--- config.mk ---
export PLATFORM = sky130hd
export DESIGN_NAME = pixel_format_convert_blend
export DESIGN_NICKNAME = d
export VERILOG_FILES = /design/src/hw/rtl/pfcb_pkg.sv /design/src/hw/rtl/pfcb_blend_lane.sv /design/src/hw/rtl/pixel_format_convert_blend.sv
export SDC_FILE = /design/constraint.sdc
export NUM_CORES = 1
export LEC_CHECK = 0
export BUFFER_PORTS_ARGS = -buffer_cell sky130_fd_sc_hd__buf_2
export CORE_ASPECT_RATIO = 1.5
export CORE_MARGIN = 3
export CORE_UTILIZATION = 38
export CTS_BUF_LIST = sky130_fd_sc_hd__clkbuf_4 sky130_fd_sc_hd__clkbuf_8 sky130_fd_sc_hd__clkbuf_16
export DETAILED_ROUTE_END_ITERATION = 10
export PLACE_DENSITY = 0.65
export SLEW_MARGIN = 25
export SYNTH_ARGS = -nofsm -noshare
export SYNTH_HDL_FRONTEND = slang
export SYNTH_SLANG_ARGS = --single-unit
--- constraint.sdc ---
create_clock -name i_clk -period 10 [get_ports i_clk]
set_clock_uncertainty 0.2 [all_clocks]
set_input_delay 0.5 -clock i_clk [delete_from_list [all_inputs] [get_ports i_clk]]
set_output_delay 0.5 -clock i_clk [all_outputs]
set_load 0.1 [all_outputs]
--- src/hw/rtl/pfcb_pkg.sv ---
// ----------------------------------------------------------------------------
// pfcb_pkg
// Formats, modes, register indexes and byte-position helpers for the
// pixel format converter.
// ----------------------------------------------------------------------------
package pfcb_pkg;

    // Pixel formats
    localparam logic [2:0] FMT_RGBA = 3'd0;
    localparam logic [2:0] FMT_BGRA = 3'd1;
    localparam logic [2:0] FMT_ARGB = 3'd2;
    localparam logic [2:0] FMT_ABGR = 3'd3;
    localparam logic [2:0] FMT_RGB  = 3'd4;
    localparam logic [2:0] FMT_BGR  = 3'd5;

    // Alpha modes
    localparam logic [1:0] MODE_STRAIGHT = 2'd0;

    // Register indexes
    localparam logic [1:0] CFG_SRC_FORMAT = 2'd0;
    localparam logic [1:0] CFG_DST_FORMAT = 2'd1;
    localparam logic [1:0] CFG_ALPHA_MODE = 2'd2;

    localparam int unsigned CFG_IDX_W  = 2;
    localparam int unsigned CFG_DATA_W = 3;
    localparam int unsigned NUM_CH     = 3;

    // Channel slots
    localparam int unsigned CH_R = 0;
    localparam int unsigned CH_G = 1;
    localparam int unsigned CH_B = 2;

    // One channel's operands for the blend lane
    typedef struct packed {
        logic [7:0] src;
        logic [7:0] dst;
        logic [7:0] alpha;
        logic       blend;
    } t_lane_in;

    // Bit offsets of each channel per format
    function automatic logic [4:0] red_shift(input logic [2:0] fmt);
        case (fmt)
            FMT_RGBA: red_shift = 5'd24;
            FMT_BGRA: red_shift = 5'd8;
            FMT_ARGB: red_shift = 5'd16;
            FMT_RGB:  red_shift = 5'd16;
            default:  red_shift = 5'd0;
        endcase
    endfunction

    function automatic logic [4:0] green_shift(input logic [2:0] fmt);
        case (fmt)
            FMT_RGBA: green_shift = 5'd16;
            FMT_BGRA: green_shift = 5'd16;
            default:  green_shift = 5'd8;
        endcase
    endfunction

    function automatic logic [4:0] blue_shift(input logic [2:0] fmt);
        case (fmt)
            FMT_RGBA: blue_shift = 5'd8;
            FMT_BGRA: blue_shift = 5'd24;
            FMT_ABGR: blue_shift = 5'd16;
            FMT_BGR:  blue_shift = 5'd16;
            default:  blue_shift = 5'd0;
        endcase
    endfunction

    function automatic logic [4:0] alpha_shift(input logic [2:0] fmt);
        case (fmt)
            FMT_ARGB: alpha_shift = 5'd24;
            FMT_ABGR: alpha_shift = 5'd24;
            default:  alpha_shift = 5'd0;
        endcase
    endfunction

    function automatic logic [7:0] take_byte(input logic [31:0] word, input logic [4:0] sh);
        take_byte = 8'(word >> sh);
    endfunction

    // Place the three channels at the byte positions of a format
    function automatic logic [31:0] pack(input logic [2:0] fmt, input logic [7:0] r,
                                         input logic [7:0] g, input logic [7:0] b);
        pack = (32'(r) << red_shift(fmt)) | (32'(g) << green_shift(fmt)) |
               (32'(b) << blue_shift(fmt));
    endfunction

endpackage

--- src/hw/rtl/pfcb_blend_lane.sv ---
// ----------------------------------------------------------------------------
// pfcb_blend_lane
// Two-stage blend of one channel: weighted sum, then divide by 255.
// ----------------------------------------------------------------------------
module pfcb_blend_lane (
    input  logic              i_clk,
    input  logic              i_en,
    input  pfcb_pkg::t_lane_in i_lane,
    output logic [7:0]        o_result
);
    import pfcb_pkg::*;

    logic [7:0]  inv_alpha;
    logic [15:0] n_sum;
    logic [15:0] r_sum;
    logic        r_blend;
    logic [7:0]  r_src;
    logic [16:0] n_quot;
    logic [7:0]  r_result;

    // Weighted sum s*a + d*(255-a), at most 65025
    always_comb begin
        inv_alpha = ~i_lane.alpha;
        n_sum     = (16'(i_lane.src) * 16'(i_lane.alpha)) +
                    (16'(i_lane.dst) * 16'(inv_alpha));
    end

    always_ff @(posedge i_clk) begin
        if (i_en) begin
            r_sum   <= n_sum;
            r_blend <= i_lane.blend;
            r_src   <= i_lane.src;
        end
    end

    // Divide by 255: (x + (x >> 8) + 1) >> 8 is exact over the sum's range
    always_comb begin
        n_quot = (17'(r_sum) + 17'(r_sum[15:8]) + 17'd1) >> 8;
    end

    always_ff @(posedge i_clk) begin
        if (i_en) begin
            r_result <= r_blend ? n_quot[7:0] : r_src;
        end
    end

    assign o_result = r_result;

endmodule

--- src/hw/rtl/pixel_format_convert_blend.sv ---
// ----------------------------------------------------------------------------
// pixel_format_convert_blend
// Pixel format conversion between RGBA, BGRA, ARGB, ABGR, RGB and BGR with
// optional alpha blend against the destination pixel.
// ----------------------------------------------------------------------------
// The block takes one pixel beat per clock and returns one result beat per
// input beat, in order, through its register stages: decode, multiply,
// divide by 255 and pack each take one register stage. The whole pipeline
// advances together and holds while a finished beat waits at the output
// under stall, so sustained throughput is one pixel per clock whenever the
// output side takes beats. Configuration writes are taken at any cycle and
// must be made while no beat is in flight.
// ----------------------------------------------------------------------------
module pixel_format_convert_blend (
    input  logic                           i_clk,
    input  logic                           i_rst_n,
    input  logic                           i_cfg_we,
    input  logic [pfcb_pkg::CFG_IDX_W-1:0] i_cfg_idx,
    input  logic [pfcb_pkg::CFG_DATA_W-1:0] i_cfg_data,
    input  logic                           i_in_valid,
    output logic                           o_in_stall,
    input  logic [31:0]                    i_src_pixel,
    input  logic [31:0]                    i_dst_pixel,
    output logic                           o_out_valid,
    input  logic                           i_out_stall,
    output logic [31:0]                    o_out_pixel,
    output logic                           o_write_enable
);
    import pfcb_pkg::*;

    logic [2:0] r_src_format;
    logic [2:0] r_dst_format;
    logic [1:0] r_alpha_mode;

    logic       advance;
    logic       r_v1, r_v2, r_v3, r_out_valid;
    logic       r_skip1, r_skip2, r_skip3;

    logic       four_src;
    logic       fmt_ok;
    logic [31:0] sp;
    logic [7:0] a_raw;
    logic [7:0] a_eff;
    logic       n_skip;

    t_lane_in   n_lane [NUM_CH];
    t_lane_in   r_lane [NUM_CH];
    logic [7:0] lane_res [NUM_CH];

    logic [31:0] r_out_pixel;
    logic        r_write_enable;

    // Configuration registers
    always_ff @(posedge i_clk) begin
        if (!i_rst_n) begin
            r_src_format <= FMT_RGBA;
            r_dst_format <= FMT_RGBA;
            r_alpha_mode <= MODE_STRAIGHT;
        end else if (i_cfg_we) begin
            unique case (i_cfg_idx)
                CFG_SRC_FORMAT: r_src_format <= i_cfg_data;
                CFG_DST_FORMAT: r_dst_format <= i_cfg_data;
                CFG_ALPHA_MODE: r_alpha_mode <= i_cfg_data[1:0];
                default: ;
            endcase
        end
    end

    // Advance all stages unless a finished beat is held at the output
    assign advance    = !(r_out_valid && i_out_stall);
    assign o_in_stall = !advance;

    // Decode: pick channel bytes and resolve alpha
    always_comb begin
        four_src = (r_src_format <= FMT_ABGR);
        fmt_ok   = (r_src_format <= FMT_BGR) && (r_dst_format <= FMT_BGR);
        sp       = four_src ? i_src_pixel : {8'h00, i_src_pixel[23:0]};
        a_raw    = take_byte(sp, alpha_shift(r_src_format));
        a_eff    = 8'hFF;
        n_skip   = !fmt_ok;
        if (four_src && (r_alpha_mode != MODE_STRAIGHT)) begin
            if (a_raw == 8'h00) begin
                if ((sp != 32'd0) && r_alpha_mode[1]) begin
                    a_eff = 8'hFF;
                end else begin
                    n_skip = 1'b1;
                end
            end else begin
                a_eff = a_raw;
            end
        end
        n_lane[CH_R].src = take_byte(sp, red_shift(r_src_format));
        n_lane[CH_G].src = take_byte(sp, green_shift(r_src_format));
        n_lane[CH_B].src = take_byte(sp, blue_shift(r_src_format));
        n_lane[CH_R].dst = take_byte(i_dst_pixel, red_shift(r_dst_format));
        n_lane[CH_G].dst = take_byte(i_dst_pixel, green_shift(r_dst_format));
        n_lane[CH_B].dst = take_byte(i_dst_pixel, blue_shift(r_dst_format));
        for (int c = 0; c < NUM_CH; c++) begin
            n_lane[c].alpha = a_eff;
            n_lane[c].blend = (a_eff != 8'hFF);
        end
    end

    // Valid bits
    always_ff @(posedge i_clk) begin
        if (!i_rst_n) begin
            r_v1        <= 1'b0;
            r_v2        <= 1'b0;
            r_v3        <= 1'b0;
            r_out_valid <= 1'b0;
        end else if (advance) begin
            r_v1        <= i_in_valid;
            r_v2        <= r_v1;
            r_v3        <= r_v2;
            r_out_valid <= r_v3;
        end
    end

    // Payload stages
    always_ff @(posedge i_clk) begin
        if (advance) begin
            r_lane  <= n_lane;
            r_skip1 <= n_skip;
            r_skip2 <= r_skip1;
            r_skip3 <= r_skip2;
        end
    end

    // Multiply and divide per channel
    for (genvar c = 0; c < NUM_CH; c++) begin : g_lane
        pfcb_blend_lane u_lane (
            .i_clk    (i_clk),
            .i_en     (advance),
            .i_lane   (r_lane[c]),
            .o_result (lane_res[c])
        );
    end

    // Pack into the destination format; drop skipped beats to zero
    always_ff @(posedge i_clk) begin
        if (advance) begin
            r_out_pixel    <= r_skip3 ? 32'd0 :
                              pack(r_dst_format, lane_res[CH_R], lane_res[CH_G],
                                   lane_res[CH_B]);
            r_write_enable <= !r_skip3;
        end
    end

    assign o_out_valid    = r_out_valid;
    assign o_out_pixel    = r_out_pixel;
    assign o_write_enable = r_write_enable;

endmodule

==> results.ini, run 1 <==
[worst_setup_path]
slowest_stage = edfxtp_1
r2r-end = g_lane[2].u_lane.r_sum[15]
ff2ff_path_depth = 17
crit_path_end_kind = register
path_buf_inv = 4
cp_max_fo = 26
cp_data_arrival_time_ps = 6760
start_kind = register
crit_family = adder cells
worstReg2RegStart = r_lane[2]
crit_chain = buf_4, nand2b_1, fa_1, fa_1, inv_1, fa_1, fa_1, fa_1, inv_1, fa_1, inv_1, ha_1, a2111oi_0, o21ai_1, a41oi_1, o21ai_1, xnor2_1
worst_path_largest_cell_delay_ps = 940
crit_required_ps = 10070
crit_top_cell = fa_1
rrSetupSlack_ps = 3310
critical_path_class = reg -> reg

[clocking]
cts.clk_slew.worst_paths_ps = 60
htreeDepth = 1
cts_tree = built
clockBufferDepth = 3
cts-root-buf = clkbuf_16
post_cts_resized = 0
clock_sinks = 202
cts_setup_buffers = 0
hold_buffers = 0
clk_latency_ps = 540
numCtsBuffers = 23

[sta]
setup_viol = 0
rsz0062_at_grt = no
finalMaxSlewViolations = 0
period_minus_slack_ps = 6690
relSlewSlack = 0.242
finalWorstSetupSlack_ps = 3310
setup_tns_ps = 0
fmax_mhz = 149
finalCritPeriodShare = 0.669
hold_violations = 0
worst_pin_slew_ps = 1130

[drt]
dr.pass1.iters = 7
wl_um = 51600
antenna_left = 0
drt-wirelength-per-cell_um = 17.3
vias = 15077
vias_per_cell = 5.05
drt_iter0_drc = 659
drc = 0

[grt]
grtUsageMet2 = 0.314
grt.overflow.total = 0
grt_max_degree = 87
antenna_found_initial = 0
grt_pass1_vias = 16601
grt_pass1_wl_um = 85400
met3_usage = 0.0164
groute.usage.overall = 0.171
met1_usage = 0.206
busiest_layer = met2

[yosys]
async_reset_ff_frac = 0
avgSynthCellArea_um2 = 10.6
synth_flop_cell = edfxtp_1
synth_area_leaders = fa_1 (26%), edfxtp_1 (25%), ha_1 (11%)
synth_top_area_share = 0.256
synth_cells = 2123
synthDistinctLibCells = 71
syn_area_um2 = 22500
seq_area_frac_synth = 0.264
synth_top_cell_by_area = fa_1
yosysWarnings = 0
synth_edf_count = 190
ys_ff_latch = 202

[finish]
final_layout_size_suffix_gt1_frac = 0.108
antenna_cells = 0
nets = 2769
final_core_util = 0.423
fillers = 5562
area_delta_synth_final_pct = 9.32

[floorplan]
die_w_um = 205
pin_count = 109
std_cell_rows = 108
die_area_um2 = 62300
initial_core_util = 0.387
chipHeight_um = 304
design.core.area_um2 = 58200

[hold_path]
hold_end = r_v1
whs_path_depth = 3
hp-start = i_in_valid
min-delay-path-class = in -> reg

[place]
post-place-ws_ps = 3350
io_buffers = 108
gp_congestion = 0.873
dpl.hpwl_um = 40700

[flow_run]
cap_violations = 0

[run_status]
outcome = finished, final reports clean

-- final cells by class --
type	instances	area, um2	share of cell area
Multi-Input combinational cell	1428	14700	0.597
Clock buffer	24	583	0.0237
Inverter	425	1600	0.0648
Sequential cell	202	5950	0.241
Clock inverter	18	189	0.00767
Tap cell	770	963	0.0391
Timing Repair Buffer	120	634	0.0258
-- per-stage QoR --
| step | hold slack, ps | instances | instance area [um2] |
|---|---|---|---|
| floorplan | 200 | 2125 | 22500 |
| global placement | 208 | 2945 | 23800 |
| detailed placement | 213 | 2945 | 23800 |
| CTS | 8.98 | 2987 | 24600 |
| global route | 47.3 | 2987 | 24600 |
| finish | 30.0 | 2987 | 24600 |
-- synth_stat cells (3+ instances only) --
master / n
or4_1: 3
buf_1: 3
o211ai_1: 8
a2111oi_0: 3
nand2b_1: 68
and3_1: 15
fa_1: 288
nand3b_1: 3
a211oi_1: 16
a21boi_0: 4
xnor2_1: 29
a21o_1: 8
and2_1: 118
o21bai_1: 7
nand4_1: 14
o21a_1: 10
nor3_1: 9
mux4_2: 32
nor2_1: 64
o31ai_1: 6
a211o_1: 4
mux2i_1: 18
inv_1: 425
o21ai_0: 40
mux2_2: 27
or3_1: 9
clkbuf_1: 55
o21ai_1: 6
dfxtp_1: 12
xor2_1: 23
ha_1: 207
nor4_1: 13
a22oi_1: 9
nor2b_1: 138
nand3_1: 18
a21oi_1: 42
edfxtp_1: 190
nand2_1: 119
a31oi_1: 12
buf_2: 7
-- registers in the layout (all words and copies together), names as in the netlist, 2 cells and up --
register                count
g_lane.u_lane.o_result     24
g_lane.u_lane.r_src        24
g_lane.u_lane.r_sum        48
o_out_pixel                32
r_alpha_mode                2
r_dst_format                3
r_lane                     57
r_src_format                3
-- per-layer routing --
| metal | vias up | share of wire |
|---|---|---|
| li1 | 7031 | - |
| met1 | 7588 | 0.40 |
| met2 | 373 | 0.52 |
| met3 | 85 | 0.040 |
| met4 | 0 | 0.034 |
| met5 | - | 0 |
-- worst reg2reg max path, delay by kind of cell, from the launching register on --
family	cells	cell delay [ps]
buffers and inverters	4	580
AO/OA/AOI/OAI	4	1160
flip-flops	1	940
AND/OR/NAND/NOR	1	180
adder cells (fa/ha/maj)	7	3210
XOR/XNOR	1	140
-- placed cells by master, fill, tap and decap left out, types with 11 or more instances in the layout --
cell,instances
inv_1,425
fa_1,288
ha_1,207
edfxtp_1,190
nor2b_1,138
and2_1,118
nand2_1,118
buf_2,108
nand2b_1,68
nor2_1,62
a21oi_1,42
o21ai_0,40
mux4_2,32
xnor2_1,29
mux2_2,27
xor2_1,23
clkbuf_16,23
mux2i_1,18
nand3_1,18
a211oi_1,16
and3_1,15
nand4_1,14
nor4_1,13
a31oi_1,12
dfxtp_1,12
buf_4,11
-- worst max-delay path by stage --
stage	startpoint	end	cells after the start
6_report	r_lane[2]	g_lane[2].u_lane.r_sum[15]	17
5_1_grt	r_lane[2]	g_lane[2].u_lane.r_sum[15]	17
4_1_cts	r_lane[2]	g_lane[2].u_lane.r_sum[15]	17
3_5_place_dp	r_lane[2]	g_lane[2].u_lane.r_sum[15]	17
3_3_place_gp	r_lane[2]	g_lane[2].u_lane.r_sum[15]	17
2_1_floorplan	o_out_valid	o_out_valid	3
-- cells by family (layout without fill, tap and decap cells) --
kind of cell	Yosys count	after routing	synth area share
AND/OR/NAND/NOR	603	603	0.147
adder cells (fa/ha/maj)	495	495	0.371
buffers and inverters	495	587	0.0842
flip-flops	202	202	0.264
AO/OA/AOI/OAI	198	198	0.0599
multiplexers	77	77	0.0535
XOR/XNOR	52	52	0.0202
other	1	3	0.000166
Power of run 1 is not shown: default switching activity piles up to over one toggle a cycle in this logic, so the estimate is an artifact.
==> run 2: changes to the inputs <==
--- a/config.mk
+++ b/config.mk
@@ -11,7 +11,7 @@
 export CORE_UTILIZATION = 38
 export CTS_BUF_LIST = sky130_fd_sc_hd__clkbuf_4 sky130_fd_sc_hd__clkbuf_8 sky130_fd_sc_hd__clkbuf_16
 export DETAILED_ROUTE_END_ITERATION = 10
-export PLACE_DENSITY = 0.65
+export PLACE_DENSITY = 0.67
 export SLEW_MARGIN = 25
 export SYNTH_ARGS = -nofsm -noshare
 export SYNTH_HDL_FRONTEND = slang
==> constraint.sdc (replaced) <==
create_clock -name i_clk -period 5.8 [get_ports i_clk]
set_clock_uncertainty 0.2 [all_clocks]
set_input_delay 0.29 -clock i_clk [delete_from_list [all_inputs] [get_ports i_clk]]
set_output_delay 0.29 -clock i_clk [all_outputs]
set_load 0.1 [all_outputs]
==> run 2 against run 1 <==
Effect of this change: sequential share of layout area is 1.6 points lower; hold slack worse by 14 ps; count of clock-buffer cells in the layout rose by 3; non-clock buffer count increased by 161; die area did not move; core utilization up 3.1 points; routed wire length rose by 6.4%; register-to-register slack worse by 3100 ps; final area up 7.3%; global-route usage up 0.51 points; via count is 5.5% higher.
==> results.ini, run 2 (synthesis gave the netlist of run 1 again) <==
[run_status]
outcome = finished, final reports clean  ; unchanged

[drt]
wl_um = 54900  ; was 51600 um
drc = 0  ; unchanged
antenna_left = 0  ; unchanged
drt_iter0_drc = 717  ; was 659
drt-wirelength-per-cell_um = 17.4  ; was 17.3 um
dr.pass1.iters = 8  ; was 7
vias_per_cell = 5.05  ; about the same
vias = 15904  ; was 15077

[worst_setup_path]
critical_path_class = reg -> reg  ; unchanged
cp_data_arrival_time_ps = 5810  ; was 6760 ps
r2r-end = g_lane[1].u_lane.r_sum[14]  ; was g_lane[2].u_lane.r_sum[15]
cp-endpoint = g_lane[1].u_lane.r_sum[14]  ; was g_lane[2].u_lane.r_sum[15]
crit_start = r_lane[5]  ; was r_lane[2]
ff2ff_path_depth = 18  ; was 17
cp_max_fo = 14  ; was 26
worstReg2RegStart = r_lane[5]  ; was r_lane[2]
crit_path_end_kind = register  ; unchanged
rrSetupSlack_ps = 170  ; was 3310 ps
start_kind = register  ; unchanged
crit_required_ps = 5980  ; was 10070 ps

[clocking]
cts_tree = built  ; unchanged
cts.clk_slew.worst_paths_ps = 70  ; was 60 ps
clk_latency_ps = 540  ; about the same
clockBufferDepth = 3  ; unchanged
htreeDepth = 1  ; unchanged
numCtsBuffers = 24  ; was 23
clock_sinks = 202  ; unchanged
cts-root-buf = clkbuf_16  ; unchanged

[sta]
finalCritPeriodShare = 0.970  ; was 0.669
period_minus_slack_ps = 5630  ; was 6690 ps
rsz0062_at_grt = yes  ; was no
relSlewSlack = 0.269  ; was 0.242
hold_slack_ps = 15.7  ; was 30.0 ps
finalWorstSetupSlack_ps = 171  ; was 3310 ps
worst_pin_slew_ps = 1090  ; was 1130 ps
fmax_mhz = 178  ; was 149 MHz
setup_tns_ps = 0  ; unchanged
finalMaxSlewViolations = 0  ; unchanged
hold_violations = 0  ; unchanged
setup_viol = 0  ; unchanged

[grt]
antenna_found_initial = 2  ; was 0
groute.usage.overall = 0.176  ; was 0.171
grt.overflow.total = 0  ; unchanged
grt_max_degree = 121  ; was 87
grt_pass1_vias = 17251  ; was 16601
grt_pass1_wl_um = 87600  ; was 85400 um

[floorplan]
initial_core_util = 0.387  ; unchanged
std_cell_rows = 108  ; unchanged
die_area_um2 = 62300  ; unchanged
die_w_um = 205  ; unchanged
design.core.area_um2 = 58200  ; unchanged
chipHeight_um = 304  ; unchanged
pin_count = 109  ; unchanged

[finish]
largest_reg_flops = 57  ; unchanged
area_delta_synth_final_pct = 17.3  ; was 9.32%
final_common_cell = inv_1  ; unchanged
final_layout_size_suffix_gt1_frac = 0.148  ; was 0.108
largest_register = r_lane  ; unchanged
nets = 2931  ; was 2769
antenna_cells = 0  ; unchanged
layout.cells.most_common_list = inv_1 (424), fa_1 (284), ha_1 (201), edfxtp_1 (190), nor2b_1 (135)  ; was inv_1 (425), fa_1 (288), ha_1 (207), edfxtp_1 (190), nor2b_1 (138)

[place]
dpl.hpwl_um = 42400  ; was 40700 um
gp_congestion = 0.897  ; was 0.873
post-place-ws_ps = -34.5  ; was 3350 ps
io_buffers = 108  ; unchanged

[hold_path]
whs_path_depth = 2  ; was 3
min-delay-path-class = in -> reg  ; unchanged

[flow_run]
cap_violations = 0  ; unchanged

[run 2: cell count changes in the layout (fill, tap and decap cells not counted), moves of 6 or more]
cell | before | now
clkbuf_16 | 23 | 29
dlygate4sd3_1 | 0 | 84
buf_4 | 11 | 74
buf_12 | 0 | 7
o21ai_1 | 6 | 12
o21ai_0 | 40 | 33
ha_1 | 207 | 201
[run 2: repair_timing]
item / in CTS / in global routing
pin swaps: 0 / 21
endpoints found under the hold margin: 52 / 0
setup endpoints to repair: 6 / 15
hold buffers: 84 / 0
setup buffers: 0 / 18
gates cloned: 0 / 4
resized for setup: 3 / 48
[run 2: final cells by class]
class / count / area, um2
Clock inverter: 16 / 135
Timing Repair Buffer: 281 / 2230
Multi-Input combinational cell: 1428 / 14900
Clock buffer: 27 / 641
Tap cell: 770 / 963
Inverter: 425 / 1600
Fill cell: 5290 / 31800
Sequential cell: 202 / 5950
[run 2: how the worst min path moves through the flow]
stage | start | end
after floorplan | r_lane[0] | g_lane[2].u_lane.r_blend
after global placement | r_skip2 | r_skip3
after detailed placement | r_skip2 | r_skip3
after CTS | i_dst_pixel[22] | r_lane[65]
after global routing | i_dst_pixel[8] | r_lane[34]
final | i_dst_pixel[16] | r_lane[34]
[run 2: critical path: stages, from the launching register on]
cell,delay [ps]
edfxtp_1,400
buf_4,150
clkbuf_16,170
nand2_1,80
fa_1,540
inv_1,50
fa_1,480
inv_1,50
fa_1,470
fa_1,570
fa_1,430
fa_1,490
inv_1,40
ha_1,280
a21o_1,180
a21o_1,210
a2111o_1,330
a211o_1,270
o211ai_1,90
[run 2: per-stage QoR]
stage               area [um2]  utilization  std cells
floorplan                22500            -       2125
CTS                      26000        0.446       3127
global route             26400        0.454       3149
finish                   26400        0.454       3149
global placement         24400        0.418       3000
detailed placement       24400        0.418       3000
[run 2: layer usage]
layer  GRT usage  vias up  routed length [um]
met3      0.0189      125                2310
li1            -     7356                   -
met2       0.324      425               29100
met1       0.206     7998               20800
met5           0        -                   0
met4      0.0709        0                2700
Power of run 2 is left out for the same reason.
==> run 3: changes to the inputs <==
==> constraint.sdc (replaced) <==
create_clock -name i_clk -period 5 [get_ports i_clk]
set_clock_uncertainty 0.2 [all_clocks]
set_input_delay 0.25 -clock i_clk [delete_from_list [all_inputs] [get_ports i_clk]]
set_output_delay 0.25 -clock i_clk [all_outputs]
set_load 0.1 [all_outputs]
==> run 3 against run 2 <==
Effect of this change: the run now ends with negative setup slack left; final cell count grew 5.6%; count of clock-buffer cells in the layout is 3 higher; sequential share of layout area down 1.6 points; register-to-register slack worse by 790 ps; final area up 7.9%; via count increased by 5.1%; die area unchanged; largest cell class unchanged.
==> results.ini, run 3 (synthesis gave the netlist of run 1 again) <==
[run_status]
outcome = complete, but fails checks  ; was finished, final reports clean
violations = negative setup slack

[worst_setup_path]
cp-endpoint = g_lane[1].u_lane.r_sum[14]  ; unchanged
crit_path_end_kind = register  ; unchanged
cp_data_arrival_time_ps = 5770  ; was 5810 ps
rrSetupSlack_ps = -620  ; was 170 ps
crit_start = r_lane[6]  ; was r_lane[5]
start_kind = register  ; unchanged
critical_path_class = reg -> reg  ; unchanged
crit_required_ps = 5150  ; was 5980 ps
ff2ff_path_depth = 17  ; was 18
cp_max_fo = 16  ; was 14
r2r-end = g_lane[1].u_lane.r_sum[14]  ; unchanged
worstReg2RegStart = r_lane[6]  ; was r_lane[5]

[sta]
setup_viol = 28  ; was 0
finalMaxSlewViolations = 0  ; unchanged
rsz0062_at_grt = yes  ; unchanged
worst_pin_slew_ps = 896  ; was 1090 ps
finalWorstSetupSlack_ps = -617  ; was 171 ps
period_minus_slack_ps = 5620  ; was 5630 ps
relSlewSlack = 0.403  ; was 0.269
hold_violations = 0  ; unchanged
finalCritPeriodShare = 1.12  ; was 0.970
fmax_mhz = 178  ; about the same

[place]
post_dp_cell_area_um2 = 25700  ; was 24400 um2
gp_congestion = 0.925  ; was 0.897
io_buffers = 108  ; unchanged
dpl.hpwl_um = 44300  ; was 42400 um

[finish]
design_area_um2 = 28500  ; was 26400 um2
largest_reg_flops = 57  ; unchanged
area_delta_synth_final_pct = 26.5  ; was 17.3%
layout.cells.most_common_list = inv_1 (409), fa_1 (269), buf_4 (207), edfxtp_1 (190), ha_1 (185)  ; was inv_1 (424), fa_1 (284), ha_1 (201), edfxtp_1 (190), nor2b_1 (135)
nets = 3106  ; was 2931
final_common_cell = inv_1  ; unchanged
largest_register = r_lane  ; unchanged
final_layout_size_suffix_gt1_frac = 0.240  ; was 0.148
antenna_cells = 0  ; unchanged

[drt]
drc = 0  ; unchanged
vias_per_cell = 5.03  ; was 5.05
antenna_left = 0  ; unchanged
vias = 16723  ; was 15904
dr.pass1.iters = 5  ; was 8
drt-wirelength-per-cell_um = 17.3  ; was 17.4 um
drt_iter0_drc = 937  ; was 717
wl_um = 57500  ; was 54900 um

[floorplan]
initial_core_util = 0.387  ; unchanged
chipHeight_um = 304  ; unchanged
die_area_um2 = 62300  ; unchanged
std_cell_rows = 108  ; unchanged
die_w_um = 205  ; unchanged
design.core.area_um2 = 58200  ; unchanged
pin_count = 109  ; unchanged

[grt]
grt_pass1_wl_um = 91500  ; was 87600 um
antenna_found_initial = 2  ; unchanged
groute.usage.overall = 0.182  ; was 0.176
grt_pass1_vias = 18176  ; was 17251
grt_max_degree = 68  ; was 121
grt.overflow.total = 0  ; unchanged

[hold_path]
whs_path_depth = 4  ; was 2
min-delay-path-class = in -> reg  ; unchanged

[clocking]
clock_sinks = 202  ; unchanged
htreeDepth = 1  ; unchanged
cts.clk_slew.worst_paths_ps = 60  ; was 70 ps
cts-root-buf = clkbuf_16  ; unchanged
cts_tree = built  ; unchanged
clockBufferDepth = 3  ; unchanged
numCtsBuffers = 23  ; was 24
clk_latency_ps = 530  ; was 540 ps

[flow_run]
cap_violations = 0  ; unchanged

## run 3: cell count changes in the layout (fill, tap and decap cells not counted), sizes merged
cell | before | now
buf | 193 | 348
clkinv | 9 | 5
dlygate4sd3 | 84 | 104
clkbuf | 31 | 35
## run 3: per-layer routing
layer	vias to the layer above	routed length, um	GRT usage
met5	-	0	0
met4	0	2750	0.0754
met3	146	2820	0.0178
met2	550	30600	0.341
met1	8322	21300	0.210
li1	7705	-	-
## run 3: cell type report
class,instances,area [um2]
timing repair buffer,457,3750
clock inverter,12,110
fill,5059,29700
inverter,425,1600
tap,770,963
sequential,202,5950
multi-input combinational,1428,15500
clock buffer,30,669
## run 3: critical path, cell delays in order (launching register included)
cell	delay, ps
edfxtp_1	430
buf_4	180
clkbuf_16	180
and2_1	160
fa_1	510
inv_1	50
fa_1	390
fa_1	520
fa_1	560
fa_1	430
fa_1	490
inv_1	60
ha_4	210
a21o_1	170
a21o_1	200
a2111o_1	310
a211o_1	260
o211ai_1	120
## run 3: repair_timing
| item | in CTS | in global routing |
|---|---|---|
| pin swaps | 27 | 23 |
| cloned | 2 | 7 |
| resized for setup | 73 | 79 |
| buffers inserted | 9 | 15 |
| hold buffers | 104 | 0 |
| endpoints found under the hold margin | 59 | 0 |
| endpoints found under the setup margin | 28 | 30 |
## run 3: per-stage QoR
stage / hold slack [ps] / cells / TNS [ps] / util / setup WS (ps)
after floorplan: 197 / 2125 / -5260 / - / -457
after CTS: 2.79 / 3303 / -9220 / 0.479 / -534
after detailed placement: 218 / 3146 / -10260 / 0.440 / -604
final: 34.5 / 3324 / -10300 / 0.489 / -617
after global placement: 208 / 3146 / -8210 / 0.440 / -542
after global routing: 34.6 / 3324 / -14600 / 0.489 / -726
## run 3: worst min-delay path by stage
stage | start | endpoint | slack (ps)
2_1_floorplan | i_in_valid | r_v1 | 200
4_1_cts | i_src_pixel[1] | r_lane[18] | 3
3_5_place_dp | r_skip2 | r_skip3 | 220
6_report | i_cfg_idx[1] | r_alpha_mode[0] | 30
5_1_grt | i_src_pixel[0] | r_lane[67] | 30
3_3_place_gp | r_skip2 | r_skip3 | 210
Power of run 3 is left out for the same reason.
